<file path="config.mk">
export PLATFORM = sky130hd
export DESIGN_NAME = mutex_fifo_handoff_top
export DESIGN_NICKNAME = d
export VERILOG_FILES = /design/src/design/mfh_pkg.sv /design/src/design/mfh_ctrl.sv /design/src/design/mfh_datapath.sv /design/src/design/mutex_fifo_handoff_top.sv
export SDC_FILE = /design/constraint.sdc
export NUM_CORES = 1
export LEC_CHECK = 0
export ABC_AREA = 0
export BUFFER_PORTS_ARGS = -buffer_cell sky130_fd_sc_hd__buf_4
export CORE_AREA = 5 5 145 78
export DETAILED_ROUTE_END_ITERATION = 8
export DIE_AREA = 0 0 150 83
export PLACE_DENSITY = 0.44
export SLEW_MARGIN = 5
export SYNTH_ARGS = -nofsm -noshare
export SYNTH_HDL_FRONTEND = slang
export SYNTH_SLANG_ARGS = --single-unit
</file>
<file path="constraint.sdc">
create_clock -name clk -period 2.8 [get_ports clk]
set_input_delay 0.84 -clock clk [delete_from_list [all_inputs] [get_ports clk]]
set_output_delay 0.84 -clock clk [all_outputs]
set_load 0.005 [all_outputs]
</file>
<file path="src/design/mfh_pkg.sv">
package mfh_pkg;

    // default sizes, handed down through the top level parameters
    localparam int QUEUE_DEPTH_DEF  = 8;
    localparam int TASK_ID_BITS_DEF = 4;

    // fixed field widths of the result item
    localparam int STATUS_W = 3;
    localparam int WAIT_W   = 4;

    // result status codes
    localparam logic [STATUS_W-1:0] ST_ACQUIRED  = 3'd0;
    localparam logic [STATUS_W-1:0] ST_QUEUED    = 3'd1;
    localparam logic [STATUS_W-1:0] ST_RELEASED  = 3'd2;
    localparam logic [STATUS_W-1:0] ST_HANDOFF   = 3'd3;
    localparam logic [STATUS_W-1:0] ST_NOT_OWNER = 3'd4;
    localparam logic [STATUS_W-1:0] ST_FULL      = 3'd5;

    // request type codes
    localparam logic REQ_LOCK   = 1'b0;
    localparam logic REQ_UNLOCK = 1'b1;

    // commands from the controller to the datapath
    typedef struct packed {
        logic load;    // capture the request and the head of the wait ring
        logic exec;    // apply the request and load the result register
    } dp_cmd_t;

endpackage

</file>
<file path="src/design/mfh_ctrl.sv">
module mfh_ctrl (
    input  logic            clk,
    input  logic            rst_n,
    input  logic            in_valid,
    output logic            in_ready,
    output logic            out_valid,
    input  logic            out_ready,
    output mfh_pkg::dp_cmd_t cmd
);

    localparam logic ST_IDLE = 1'b0;
    localparam logic ST_EXEC = 1'b1;

    logic state_reg;
    logic state_next;
    logic out_valid_reg;
    logic out_valid_next;
    logic fire;

    // the result register may be loaded when empty or being emptied
    assign fire     = (state_reg == ST_EXEC) && (!out_valid_reg || out_ready);
    assign in_ready = (state_reg == ST_IDLE);
    assign out_valid = out_valid_reg;

    assign cmd.load = in_valid && in_ready;
    assign cmd.exec = fire;

    // next state and result valid flag
    always_comb
    begin
        state_next     = state_reg;
        out_valid_next = out_valid_reg;
        if (out_valid_reg && out_ready)
        begin
            out_valid_next = 1'b0;
        end
        case (state_reg)
            ST_IDLE:
            begin
                if (in_valid)
                begin
                    state_next = ST_EXEC;
                end
            end
            ST_EXEC:
            begin
                if (fire)
                begin
                    state_next     = ST_IDLE;
                    out_valid_next = 1'b1;
                end
            end
            default:
            begin
                state_next = ST_IDLE;
            end
        endcase
    end

    // control registers
    always_ff @(posedge clk or negedge rst_n)
    begin
        if (!rst_n)
        begin
            state_reg     <= ST_IDLE;
            out_valid_reg <= 1'b0;
        end
        else
        begin
            state_reg     <= state_next;
            out_valid_reg <= out_valid_next;
        end
    end

    // a pending result that is not taken keeps the request waiting
    a_hold_exec: assert property (@(posedge clk) disable iff (!rst_n)
        (state_reg == ST_EXEC && out_valid_reg && !out_ready) |=> (state_reg == ST_EXEC))
        else $error("request left execute while result register was full");

    // a new result only appears from the execute step
    a_result_src: assert property (@(posedge clk) disable iff (!rst_n)
        $rose(out_valid_reg) |-> $past(state_reg == ST_EXEC))
        else $error("result appeared without an execute step");

endmodule

</file>
<file path="src/design/mfh_datapath.sv">
module mfh_datapath #(
    parameter int QUEUE_DEPTH  = mfh_pkg::QUEUE_DEPTH_DEF,
    parameter int TASK_ID_BITS = mfh_pkg::TASK_ID_BITS_DEF
) (
    input  logic                          clk,
    input  logic                          rst_n,
    input  mfh_pkg::dp_cmd_t              cmd,
    input  logic                          req_type,
    input  logic [TASK_ID_BITS-1:0]       task_id,
    output logic [mfh_pkg::STATUS_W-1:0]  status,
    output logic                          wake_valid,
    output logic [TASK_ID_BITS-1:0]       wake_task,
    output logic [TASK_ID_BITS-1:0]       owner_now,
    output logic                          is_free_now,
    output logic [mfh_pkg::WAIT_W-1:0]    waiting_now
);

    localparam int PTR_W = $clog2(QUEUE_DEPTH);
    localparam int CNT_W = $clog2(QUEUE_DEPTH + 1);
    localparam logic [PTR_W-1:0] PTR_LAST = PTR_W'(QUEUE_DEPTH - 1);
    localparam logic [CNT_W-1:0] CNT_FULL = CNT_W'(QUEUE_DEPTH);

    // wait ring storage
    logic [TASK_ID_BITS-1:0] ring [QUEUE_DEPTH];

    // captured request and head of ring
    logic                    unlock_reg;
    logic [TASK_ID_BITS-1:0] task_reg;
    logic [TASK_ID_BITS-1:0] head_reg;

    // mutex state
    logic                    free_reg;
    logic                    free_next;
    logic [TASK_ID_BITS-1:0] owner_reg;
    logic [TASK_ID_BITS-1:0] owner_next;
    logic [PTR_W-1:0]        wr_ptr_reg;
    logic [PTR_W-1:0]        wr_ptr_next;
    logic [PTR_W-1:0]        rd_ptr_reg;
    logic [PTR_W-1:0]        rd_ptr_next;
    logic [CNT_W-1:0]        count_reg;
    logic [CNT_W-1:0]        count_next;

    // result register
    logic [mfh_pkg::STATUS_W-1:0] status_reg;
    logic [mfh_pkg::STATUS_W-1:0] status_next;
    logic                         wake_valid_reg;
    logic                         wake_valid_next;
    logic [TASK_ID_BITS-1:0]      wake_task_reg;
    logic [TASK_ID_BITS-1:0]      wake_task_next;
    logic [CNT_W+mfh_pkg::WAIT_W-1:0] count_ext;

    logic enq;

    // request decode and next state
    always_comb
    begin
        free_next       = free_reg;
        owner_next      = owner_reg;
        wr_ptr_next     = wr_ptr_reg;
        rd_ptr_next     = rd_ptr_reg;
        count_next      = count_reg;
        wake_valid_next = 1'b0;
        wake_task_next  = '0;
        enq             = 1'b0;
        status_next     = mfh_pkg::ST_NOT_OWNER;
        if (unlock_reg == mfh_pkg::REQ_LOCK)
        begin
            if (free_reg)
            begin
                free_next   = 1'b0;
                owner_next  = task_reg;
                status_next = mfh_pkg::ST_ACQUIRED;
            end
            else if (count_reg == CNT_FULL)
            begin
                status_next = mfh_pkg::ST_FULL;
            end
            else
            begin
                enq         = 1'b1;
                wr_ptr_next = (wr_ptr_reg == PTR_LAST) ? '0 : wr_ptr_reg + 1'b1;
                count_next  = count_reg + 1'b1;
                status_next = mfh_pkg::ST_QUEUED;
            end
        end
        else
        begin
            if (owner_reg != task_reg)
            begin
                status_next = mfh_pkg::ST_NOT_OWNER;
            end
            else if (count_reg != '0)
            begin
                free_next       = 1'b0;
                owner_next      = head_reg;
                rd_ptr_next     = (rd_ptr_reg == PTR_LAST) ? '0 : rd_ptr_reg + 1'b1;
                count_next      = count_reg - 1'b1;
                wake_valid_next = 1'b1;
                wake_task_next  = head_reg;
                status_next     = mfh_pkg::ST_HANDOFF;
            end
            else
            begin
                free_next   = 1'b1;
                status_next = mfh_pkg::ST_RELEASED;
            end
        end
    end

    // ring write and registered head read
    always_ff @(posedge clk)
    begin
        if (cmd.exec && enq)
        begin
            ring[wr_ptr_reg] <= task_reg;
        end
        if (cmd.load)
        begin
            head_reg <= ring[rd_ptr_reg];
        end
    end

    // request capture and result payload
    always_ff @(posedge clk)
    begin
        if (cmd.load)
        begin
            unlock_reg <= req_type;
            task_reg   <= task_id;
        end
        if (cmd.exec)
        begin
            status_reg    <= status_next;
            wake_task_reg <= wake_task_next;
        end
    end

    // mutex state registers
    always_ff @(posedge clk or negedge rst_n)
    begin
        if (!rst_n)
        begin
            free_reg       <= 1'b1;
            owner_reg      <= '0;
            wr_ptr_reg     <= '0;
            rd_ptr_reg     <= '0;
            count_reg      <= '0;
            wake_valid_reg <= 1'b0;
        end
        else if (cmd.exec)
        begin
            free_reg       <= free_next;
            owner_reg      <= owner_next;
            wr_ptr_reg     <= wr_ptr_next;
            rd_ptr_reg     <= rd_ptr_next;
            count_reg      <= count_next;
            wake_valid_reg <= wake_valid_next;
        end
    end

    // state after the last request is what the result reports
    assign count_ext   = {{mfh_pkg::WAIT_W{1'b0}}, count_reg};
    assign status      = status_reg;
    assign wake_valid  = wake_valid_reg;
    assign wake_task   = wake_task_reg;
    assign owner_now   = owner_reg;
    assign is_free_now = free_reg;
    assign waiting_now = count_ext[mfh_pkg::WAIT_W-1:0];

    a_count_bound: assert property (@(posedge clk) disable iff (!rst_n)
        count_reg <= CNT_FULL)
        else $error("wait count beyond queue depth");

    // nobody can wait on a free mutex
    a_free_empty: assert property (@(posedge clk) disable iff (!rst_n)
        free_reg |-> (count_reg == '0))
        else $error("mutex free while tasks wait");

endmodule

</file>
<file path="src/design/mutex_fifo_handoff_top.sv">
// channel | direction | handshake            | payload
// in      | input     | in_valid / in_ready   | req_type, task_id
// out     | output    | out_valid / out_ready | status, wake_valid, wake_task,
//         |           |                       | owner_now, is_free_now, waiting_now
//
// each item is captured together with the registered read of the wait ring
// head, then applied in the execute step, which loads the result register
// the next item is taken while a result waits in the result register
// a result that is not taken holds the following item in its execute cycle
// rst_n clears the mutex to free, owner 0 and an empty queue; no clearing pass
module mutex_fifo_handoff_top #(
    parameter int QUEUE_DEPTH  = mfh_pkg::QUEUE_DEPTH_DEF,
    parameter int TASK_ID_BITS = mfh_pkg::TASK_ID_BITS_DEF
) (
    input  logic                         clk,
    input  logic                         rst_n,
    input  logic                         in_valid,
    output logic                         in_ready,
    input  logic                         req_type,
    input  logic [TASK_ID_BITS-1:0]      task_id,
    output logic                         out_valid,
    input  logic                         out_ready,
    output logic [mfh_pkg::STATUS_W-1:0] status,
    output logic                         wake_valid,
    output logic [TASK_ID_BITS-1:0]      wake_task,
    output logic [TASK_ID_BITS-1:0]      owner_now,
    output logic                         is_free_now,
    output logic [mfh_pkg::WAIT_W-1:0]   waiting_now
);

    mfh_pkg::dp_cmd_t cmd;

    // sequencing of capture, execute and result handshake
    mfh_ctrl u_ctrl (
        .clk       (clk),
        .rst_n     (rst_n),
        .in_valid  (in_valid),
        .in_ready  (in_ready),
        .out_valid (out_valid),
        .out_ready (out_ready),
        .cmd       (cmd)
    );

    // mutex state, wait ring and result register
    mfh_datapath #(
        .QUEUE_DEPTH  (QUEUE_DEPTH),
        .TASK_ID_BITS (TASK_ID_BITS)
    ) u_datapath (
        .clk         (clk),
        .rst_n       (rst_n),
        .cmd         (cmd),
        .req_type    (req_type),
        .task_id     (task_id),
        .status      (status),
        .wake_valid  (wake_valid),
        .wake_task   (wake_task),
        .owner_now   (owner_now),
        .is_free_now (is_free_now),
        .waiting_now (waiting_now)
    );

endmodule
</file>
* Yosys cells after proc, flatten, opt, wreduce, memory -nomap -nowiden *
Memories as Yosys holds them, arrays and structs flattened. A register that Yosys moved wholly into a read port is not among the register bits.
Cells that the tools add are included.

word-level totals
  flip-flop bits (word level) = 30
  bits in latches = 0
  RAM bits = 32
  bits in read-only memories = 0
  output and inout port bits = 19
  logic and storage cells = 78
  memories kept = 1

memories
  memory           words  width  rd ports  clocked after Yosys merged registers in  write ports  line                source
  u_datapath.ring  8      4      1         1                                        1            mfh_datapath.sv:24  logic [TASK_ID_BITS-1:0] ring [QUEUE_DEPTH];

cells by class
  add/sub/neg operators = 4
  multiply operators = 0
  div/mod/pow operators = 0
  $lt $le $gt $ge = 0
  eq/ne operators = 8
  shift operators = 0
  mux-type cells = 33
  bitwise operators = 6
  reductions and logical operators = 14

operators with widths
  operator                                                                  number
  4-bit two-way mux                                                         9
  3-bit two-way mux                                                         6
  1-bit two-way mux                                                         17
  4-bit AND reduction                                                       3
  3-bit by 1-bit adder with 3-bit output (second input constant)            2
  3-bit equality test (second input constant)                               2
  1-bit inverter                                                            6
  5-bit AND reduction                                                       1
  4-bit by 1-bit adder with 4-bit output (second input constant)            1
  4-bit equality test (second input constant)                               1
  1-bit logical AND                                                         4
  2-bit by 1-bit inequality test with 1-bit output (second input constant)  2
  2-bit inequality test (second input constant)                             2
  4-bit inequality test                                                     1
  4-bit nonzero test                                                        1
  4-bit by 1-bit subtractor with 4-bit output (second input constant)       1
  3-bit OR reduction                                                        1
  1-bit one-hot mux with 2 select lines                                     1
  2-bit AND reduction                                                       1
  2-bit nonzero test                                                        1
  1-bit logical NOT                                                         1
  1-bit logical OR                                                          1

* Depth between registers and ports, before layout *
Gate-level depths: netlist (run 1).

  depth in word-level cells = 7
  mapped depth = 7

* Cells and area by module *
A second synthesis (run 1) with hierarchy kept.

second synthesis, totals
  cell total of the unflattened synthesis = 174
  area, all modules = 2821.5 um^2

modules (own cells, without submodules)
  module        instances  cells an instance  area each (um^2)  sequential area each (um^2)
  mfh_datapath  1          165                2720.1            1843.0
  mfh_ctrl      1          9                  101.3             50.0

* Worst setup path after synthesis (run 1) *
No wires, ideal clock.

  path kind = input -> register
  from = input port out_ready
  to = memory u_datapath.ring[0][0] (netlist bit), enable pin
  library setup time = 0.361 ns
  arrival time = 2.166 ns
  required time = 2.439 ns
  path slack = 0.272 ns
  cell stages on the path = 7
  path buffers = 1
  cell sequence = nand2b_1 -> nand2_1 -> inv_1 -> buf_2 -> nand2_1 -> or2_2 -> nor3_1

RTL lines
  element             line                          source
  start: declaration  mutex_fifo_handoff_top.sv:22  input logic out_ready,
  end: declaration    mfh_datapath.sv:24

* Worst setup path in the final report (run 1) *
  from = register u_datapath.unlock_reg
  to = memory u_datapath.ring[4][3] (netlist bit), enable pin

between the ends
  word-level cells in the longest chain between the ends = 4

RTL lines
  element                                  line                 source
  start: declaration                       mfh_datapath.sv:27   logic unlock_reg;
  start signal: assignment                 mfh_datapath.sv:128  unlock_reg <= req_type;
  1-bit two-way mux                        mfh_datapath.sv:66   if (unlock_reg == mfh_pkg::REQ_LOCK)
  1-bit logical AND                        mfh_datapath.sv:113  if (cmd.exec && enq)
  1-bit two-way mux                        mfh_datapath.sv:113
  1-bit two-way mux (implied by the code)  mfh_datapath.sv:115  ring[wr_ptr_reg] <= task_reg;

Every way passes these cells.

==> summary.txt, run 1 <==
Final layout
  – Syn-to-layout area delta: 25.1%
  – Max reg flops: 32
  – Fillers: 970
  – Most common cell after layout, fill and taps aside: edfxtp_1
  – Nets: 236
  – Most frequent cells in the layout: edfxtp_1, buf_4, dfrtp_1
  – # diodes: 0
  – Largest register by flop count: u_datapath.ring
  – Share of cells above drive strength 1: 0.338

Clock tree
  – Maximum root-to-sink buffer count: 2
  – Clk slew on worst S/H paths: 60 ps
  – CTS tree: built
  – TritonCTS buffer count: 9
  – Sink Count: 66
  – Clk_lat worst skew: 330 ps
  – Postcts setup bufs: 0
  – # H-tree levels: 3
  – Clk root buf: clkbuf_16
  – Hold-fix buffers, CTS: 0
  – Post-CTS sizing: 0

Routing
  – Vias post-DR: 1587
  – DR pass1 iterations: 4
  – Residual DRC count: 0
  – Drt via density: 4.35
  – Final ANT Viol Nets: 0
  – Wirelength per Cell: 18.3 microns
  – DR iter-0 viols: 99
  – Routed Wire Length: 6680 microns

Global route
  – Overflow after GRT: 0
  – GRT Resource Usage Total: 0.116
  – First-pass GRT wire length: 10300 microns
  – Largest net degree at the start of global routing: 19
  – Initial antenna violation count: 0
  – Vias in the first global route: 1621

Job
  – Max Cap Viol: 0

Synth
  – Register area share after synthesis: 0.679
  – Synthesized cell area: 2790 sq um
  – Mean Syn Cell Area: 15.9 sq um
  – Post-Syn Nets: 191
  – Syn Inst Count: 175
  – Post-synth cell types: 37
  – Register bit total from synthesis: 66
  – YS warnings: 0

Die
  – Core ar.: 9890 sq um
  – I/O Pins: 28
  – Cell row count: 26
  – Chip Width: 150 microns
  – Die Height: 83 microns
  – Die ar.: 12500 sq um
  – Starting density of the core: 0.282

Critical path
  – Reg2Reg Setup Slack: 700 ps
  – Crit-path slowest cell: edfxtp_1
  – Slowest stage delay, CP: 400 ps
  – Worst setup SP type: register
  – Cell chain of the critical path: or2_2 > a21oi_4 > nand2_1 > or2_2 > nor2_1
  – CP Max Fanout: 5
  – Worst Path Arrival: 2080 ps
  – CP delay by family, top: simple AND/OR/NAND/NOR gates
  – Req. time, crit path: 2780 ps
  – Critical R2R Launch: u_datapath.unlock_reg$_DFFE_PP_
  – R2r worst-path depth: 5
  – CP Buf/Inv Count: 0
  – CP Class: register to register
  – Worst path most repeated cell: or2_2
  – Crit. End Element: register
  – Capturing point of the worst reg2reg path: u_datapath.ring[4][3]$_DFFE_PP_

Timing
  – Worst-margin pin slew: 601 ps
  – Setup-failing EPs final: 0
  – Tmin final: 2100 ps
  – RSZ-0062 raised after global routing: false
  – Setup_tns: 0 ps
  – Period utilization: 0.750
  – Max-slew violations: 0
  – Max Freq: 476 MHz
  – Relative slew margins: 0.596
  – Clk_skew: 8.10 ps
  – Fin worst setup slack: 699 ps
  – Final Hold Viols: 0

Pwr
  – Sequential power share: 0.439
  – Cell internal pwr: 0.00241 W
  – Clock power frac: 0.292
  – Combinational power share: 0.269
  – P per Cell Area: 1000 nW/um^2
  – Switching share of power: 0.310
  – Peak VDD IR: 0.322 mV
  – Leakage: 1.33 nW
  – Psw: 0.00108 W

Placed design
  – Post-DP HPWL: 5010 microns
  – Port Buffer Count: 27
  – DP Worst Slack: 386 ps
  – Placer Congestion: 0.744

Outcome
  – Status: completed

Min path
  – Hold Path Class: input port to asynchronous set/reset pin
-- power by group through the flow --
stage,combinational (W),clock [W],sequential (W)
after floorplan,0.000589,0,0.00147
after global placement,0.000946,0,0.00155
after detailed placement,0.000948,0,0.00155
after CTS,0.000951,0.00104,0.00153
after global routing,0.00103,0.00108,0.00157
final,0.000938,0.00102,0.00153
-- kinds of logic (layout without fill, tap and decap cells) --
family                   after synthesis  in the layout  share of synthesized area
adder cells (fa/ha/maj)                7              7                     0.0341
XOR/XNOR                               5              5                     0.0157
AND/OR/NAND/NOR                       47             47                     0.0943
flip-flops                            66             66                      0.679
AO/OA/AOI/OAI                         24             24                     0.0633
multiplexers                          16             16                     0.0961
buffers and inverters                 10             60                     0.0171
-- worst max path at each step --
stage / startpoint / end / cells after the start
3_5_place_dp: out_ready / u_datapath.ring[5][2]$_DFFE_PP_ / 7
4_1_cts: u_datapath.unlock_reg$_DFFE_PP_ / u_datapath.ring[4][3]$_DFFE_PP_ / 5
6_report: u_datapath.unlock_reg$_DFFE_PP_ / u_datapath.ring[4][3]$_DFFE_PP_ / 5
3_3_place_gp: out_ready / u_datapath.ring[7][0]$_DFFE_PP_ / 7
2_1_floorplan: out_ready / u_datapath.ring[0][0]$_DFFE_PP_ / 7
5_1_grt: out_ready / u_datapath.ring[7][3]$_DFFE_PP_ / 7
-- worst register-to-register path, stage by stage (launching register included) --
cell      delay (ps)
edfxtp_1         400
or2_2            380
a21oi_4          180
nand2_1           90
or2_2            320
nor2_1           370
-- layer usage --
| metal | GRT usage | share of wire |
|---|---|---|
| met1 | 0.196 | 0.62 |
| met2 | 0.121 | 0.33 |
| met3 | 0.0479 | 0.039 |
| met4 | 0.0373 | 0.014 |
| met5 | 0 | 0 |
-- synth_stat cells --
library cell	number	area [sq um]
mux2i_1	2	20.0
nor3_1	5	25.0
dfstp_2	1	26.3
a21o_2	1	8.76
mux4_2	8	180
or2_2	2	12.5
edfxtp_1	48	1440
nand2_1	12	45.0
nand3_1	3	15.0
o22a_1	4	35.0
o21a_1	5	37.5
buf_1	1	3.75
o21ai_0	5	25.0
buf_6	1	11.3
buf_2	2	10.0
inv_1	6	22.5
nor4_4	1	21.3
and4_1	1	8.76
and3_2	1	7.51
dfrtp_1	17	425
and2_1	4	25.0
ha_1	6	75.1
o2bb2ai_1	1	8.76
fa_1	1	20.0
o22ai_1	3	18.8
nor2_1	8	30.0
a21o_1	1	7.51
xor2_1	5	43.8
a21oi_1	2	10.0
nand2b_2	1	8.76
a21oi_4	1	16.3
and2_2	1	7.51
nand2b_1	6	37.5
nor2b_1	1	6.26
mux2_2	6	67.6
o21ai_2	1	8.76
nand4_2	1	12.5
-- cell type report --
| class | count | area, sq um | area share |
|---|---|---|---|
| Clock buffer | 13 | 250 | 0.0718 |
| Clock inverter | 3 | 15.0 | 0.00431 |
| Sequential cell | 66 | 1890 | 0.543 |
| Timing Repair Buffer | 38 | 285 | 0.0818 |
| Multi-Input combinational cell | 99 | 846 | 0.243 |
| Inverter | 6 | 22.5 | 0.00646 |
| Tap cell | 140 | 175 | 0.0502 |
-- through the flow --
step | total power, W | std cells | hold slack (ps) | util | cell area (sq um)
after floorplan | 0.00205 | 175 | 468 | - | 2790
after global placement | 0.00250 | 349 | 500 | 0.326 | 3220
after detailed placement | 0.00250 | 349 | 497 | 0.326 | 3220
after CTS | 0.00353 | 365 | 377 | 0.353 | 3490
after global routing | 0.00368 | 365 | 390 | 0.353 | 3490
final | 0.00349 | 365 | 383 | 0.353 | 3490
No activity file was read; power rests on OpenSTA's default activity.
==> run 2, diff against run 1 <==
--- a/config.mk
+++ b/config.mk
@@ -10,7 +10,7 @@
 export CORE_AREA = 5 5 145 78
 export DETAILED_ROUTE_END_ITERATION = 8
 export DIE_AREA = 0 0 150 83
-export PLACE_DENSITY = 0.44
+export PLACE_DENSITY = 0.46
 export SLEW_MARGIN = 5
 export SYNTH_ARGS = -nofsm -noshare
 export SYNTH_HDL_FRONTEND = slang
==> constraint.sdc (replaced) <==
create_clock -name clk -period 1.8 [get_ports clk]
set_input_delay 0.54 -clock clk [delete_from_list [all_inputs] [get_ports clk]]
set_output_delay 0.54 -clock clk [all_outputs]
set_load 0.005 [all_outputs]
==> run 2 against run 1 <==
Effect of this change: clock skew decreased by 3.3 ps; hold slack got worse by 290 ps; core utilization increased by 3.1 points; clock power increased by 74%; critical path depth unchanged; sequential power increased by 50%; first-iteration DRC count increased by 11%; fmax increased by 17%; via count increased by 6.8%; global-route usage increased by 0.36 points; critical path type unchanged; largest cell class unchanged.
==> summary.txt, run 2 (synthesis results as in run 1) <==
Timing
  – Relative slew margins: 0.795 (+0.199)
  – Worst-margin pin slew: 307 ps (-294 ps)
  – Clk_skew: 4.85 ps (-3.25 ps)
  – Tmin final: 1800 ps (-304 ps)
  – Period utilization: 0.998 (+0.248)
  – RSZ-0062 raised after global routing: true
  – Max Freq: 557 MHz (+17%)
  – Final Hold Viols: 0 (unchanged)
  – Setup-failing EPs final: 0 (unchanged)
  – Max-slew violations: 0 (unchanged)

Clock tree
  – TritonCTS buffer count: 9 (unchanged)
  – Clk_lat worst skew: 330 ps (about the same)
  – Clk root buf: clkbuf_16
  – Clk slew on worst S/H paths: 50 ps (about the same)
  – # H-tree levels: 3 (unchanged)
  – Maximum root-to-sink buffer count: 2 (unchanged)
  – CTS tree: built
  – Sink Count: 66 (unchanged)

Global route
  – Initial antenna violation count: 0 (unchanged)
  – First-pass GRT wire length: 10600 microns (+2.4%)
  – Vias in the first global route: 1716 (+5.9%)
  – Overflow after GRT: 0 (unchanged)
  – Largest net degree at the start of global routing: 19 (unchanged)
  – GRT Resource Usage Total: 0.119 (+0.00358)

Pwr
  – P per Cell Area: 1600 nW/um^2 (+60%)
  – Total chip power: 0.00607 W (+74%)
  – Peak VDD IR: 0.555 mV (+72%)
  – Leakage: 1.48 nW (+11%)

Routing
  – Residual DRC count: 0 (unchanged)
  – Drt via density: 4.35 (about the same)
  – DR pass1 iterations: 4 (unchanged)
  – DR iter-0 viols: 110 (+11%)
  – Routed Wire Length: 6890 microns (+3.3%)
  – Final ANT Viol Nets: 0 (unchanged)
  – Vias post-DR: 1695 (+6.8%)
  – Wirelength per Cell: 17.7 microns (-3.4%)

Critical path
  – Capturing point of the worst reg2reg path: u_datapath.ring[0][1]$_DFFE_PP_
  – Crit-path slowest cell: edfxtp_1
  – Cell chain of the critical path: or2_4 > a21oi_4 > nand2_4 > or2_4 > nor3_4
  – Crit. End Element: register
  – Reg2Reg Setup Slack: 4 ps (-700 ps)
  – CP delay by family, top: simple AND/OR/NAND/NOR gates
  – R2r worst-path depth: 5 (unchanged)
  – Req. time, crit path: 1810 ps (-970 ps)
  – Critical R2R Launch: u_datapath.unlock_reg$_DFFE_PP_
  – CP Buf/Inv Count: 0 (unchanged)
  – Worst setup SP type: register
  – CP Max Fanout: 5 (unchanged)
  – Slowest stage delay, CP: 430 ps (+30 ps)
  – Worst path most repeated cell: or2_4
  – CP Class: register to register
  – Worst Path Arrival: 1800 ps (-280 ps)

Final layout
  – Max reg flops: 32 (unchanged)
  – # diodes: 0 (unchanged)
  – Syn-to-layout area delta: 36.1%
  – Largest register by flop count: u_datapath.ring
  – Final Cell Area: 3790 sq um (+8.7%)
  – Share of cells above drive strength 1: 0.448 (+0.110)
  – Most common cell after layout, fill and taps aside: buf_4
  – Layout Utilization: 0.383 (+0.0307)
  – Fillers: 972 (+0.21%)
  – Multi-input gate area: 907 sq um (+7.2%)
  – Most frequent cells in the layout: buf_4, edfxtp_1, dfrtp_1
  – Register area: 1890 sq um (about the same)
  – Nets: 261 (+11%)
  – Fin cells: 390 (+6.8%)

Die
  – Cell row count: 26 (unchanged)
  – Starting density of the core: 0.282 (unchanged)
  – Core ar.: 9890 sq um (unchanged)
  – I/O Pins: 28 (unchanged)
  – Die ar.: 12500 sq um (unchanged)
  – Chip Width: 150 microns (unchanged)
  – Die Height: 83 microns (unchanged)

Placed design
  – Post-DP HPWL: 5210 microns (+4.0%)
  – Placed Area: 3440 sq um (+6.8%)
  – Port Buffer Count: 27 (unchanged)
  – Post-Place Cells: 370 (+6.0%)
  – Placer Congestion: 0.765 (+2.8%)

Min path
  – Hold Path Class: input port to asynchronous set/reset pin

Job
  – Max Cap Viol: 0 (unchanged)

Outcome
  – Status: completed
run 2: cell types whose count changed in the layout (fill, tap and decap cells not counted), sizes merged:
cell / previous run / this run
buf: 38 / 63
clkinv: 3 / 1
clkinvlp: 0 / 2
bufinv: 0 / 1
clkbuf: 13 / 12
run 2: worst max path at each step:
stage / slack [ps] / cells after the start / start / end
6_report: 4 / 5 / u_datapath.unlock_reg$_DFFE_PP_ / u_datapath.ring[0][1]$_DFFE_PP_
2_1_floorplan: -60 / 5 / u_datapath.unlock_reg$_DFFE_PP_ / u_datapath.ring[0][0]$_DFFE_PP_
3_3_place_gp: -30 / 7 / out_ready / u_datapath.ring[0][3]$_DFFE_PP_
3_5_place_dp: -100 / 7 / out_ready / u_datapath.ring[0][1]$_DFFE_PP_
4_1_cts: 10 / 5 / u_datapath.unlock_reg$_DFFE_PP_ / u_datapath.ring[0][1]$_DFFE_PP_
5_1_grt: -70 / 7 / u_datapath.unlock_reg$_DFFE_PP_ / u_datapath.waiting_now[3]$_DFFE_PN0P_
run 2: final cells by class:
type	instances	area share
Clock buffer	12	0.0677
Clock inverter	4	0.0132
Inverter	6	0.00594
Multi-Input combinational cell	99	0.239
Sequential cell	66	0.500
Tap cell	140	0.0462
Timing Repair Buffer	63	0.128
run 2: repair_timing:
action,CTS,global route
cloned,0,0
gates resized for setup,1,2
hold buffers,0,0
setup endpoints to repair,5,15
pin swaps,2,6
setup buffers,1,3
run 2: through the flow:
stage	hold slack (ps)	setup TNS [ps]	setup WS (ps)
after floorplan	244	-235	-58.9
after global placement	435	-172	-29.1
after detailed placement	439	-878	-103
after CTS	78.1	0	12.7
after global routing	104	-357	-68.0
final	92.3	0	3.68
run 2: routing by layer:
metal  vias up  global-route usage  share of wire
met5         -                   0              0
met1       848               0.202           0.59
met3        10              0.0490          0.053
li1        803                   -              -
met2        34               0.125           0.35
met4         0              0.0398          0.016
run 2: power by group:
group / switching (W) / internal [W] / total (W)
Clock: 0.000628 / 0.00114 / 0.00177
Combinational: 0.000959 / 0.00104 / 0.00200
Sequential: 0.000265 / 0.00203 / 0.00230
Total: 0.00185 / 0.00421 / 0.00607
run 2: worst reg2reg max path: cells and delay by family, from the launching register on:
family          cells  cell delay [ps]
compound gates      1              170
simple gates        4              870
flops               1              430
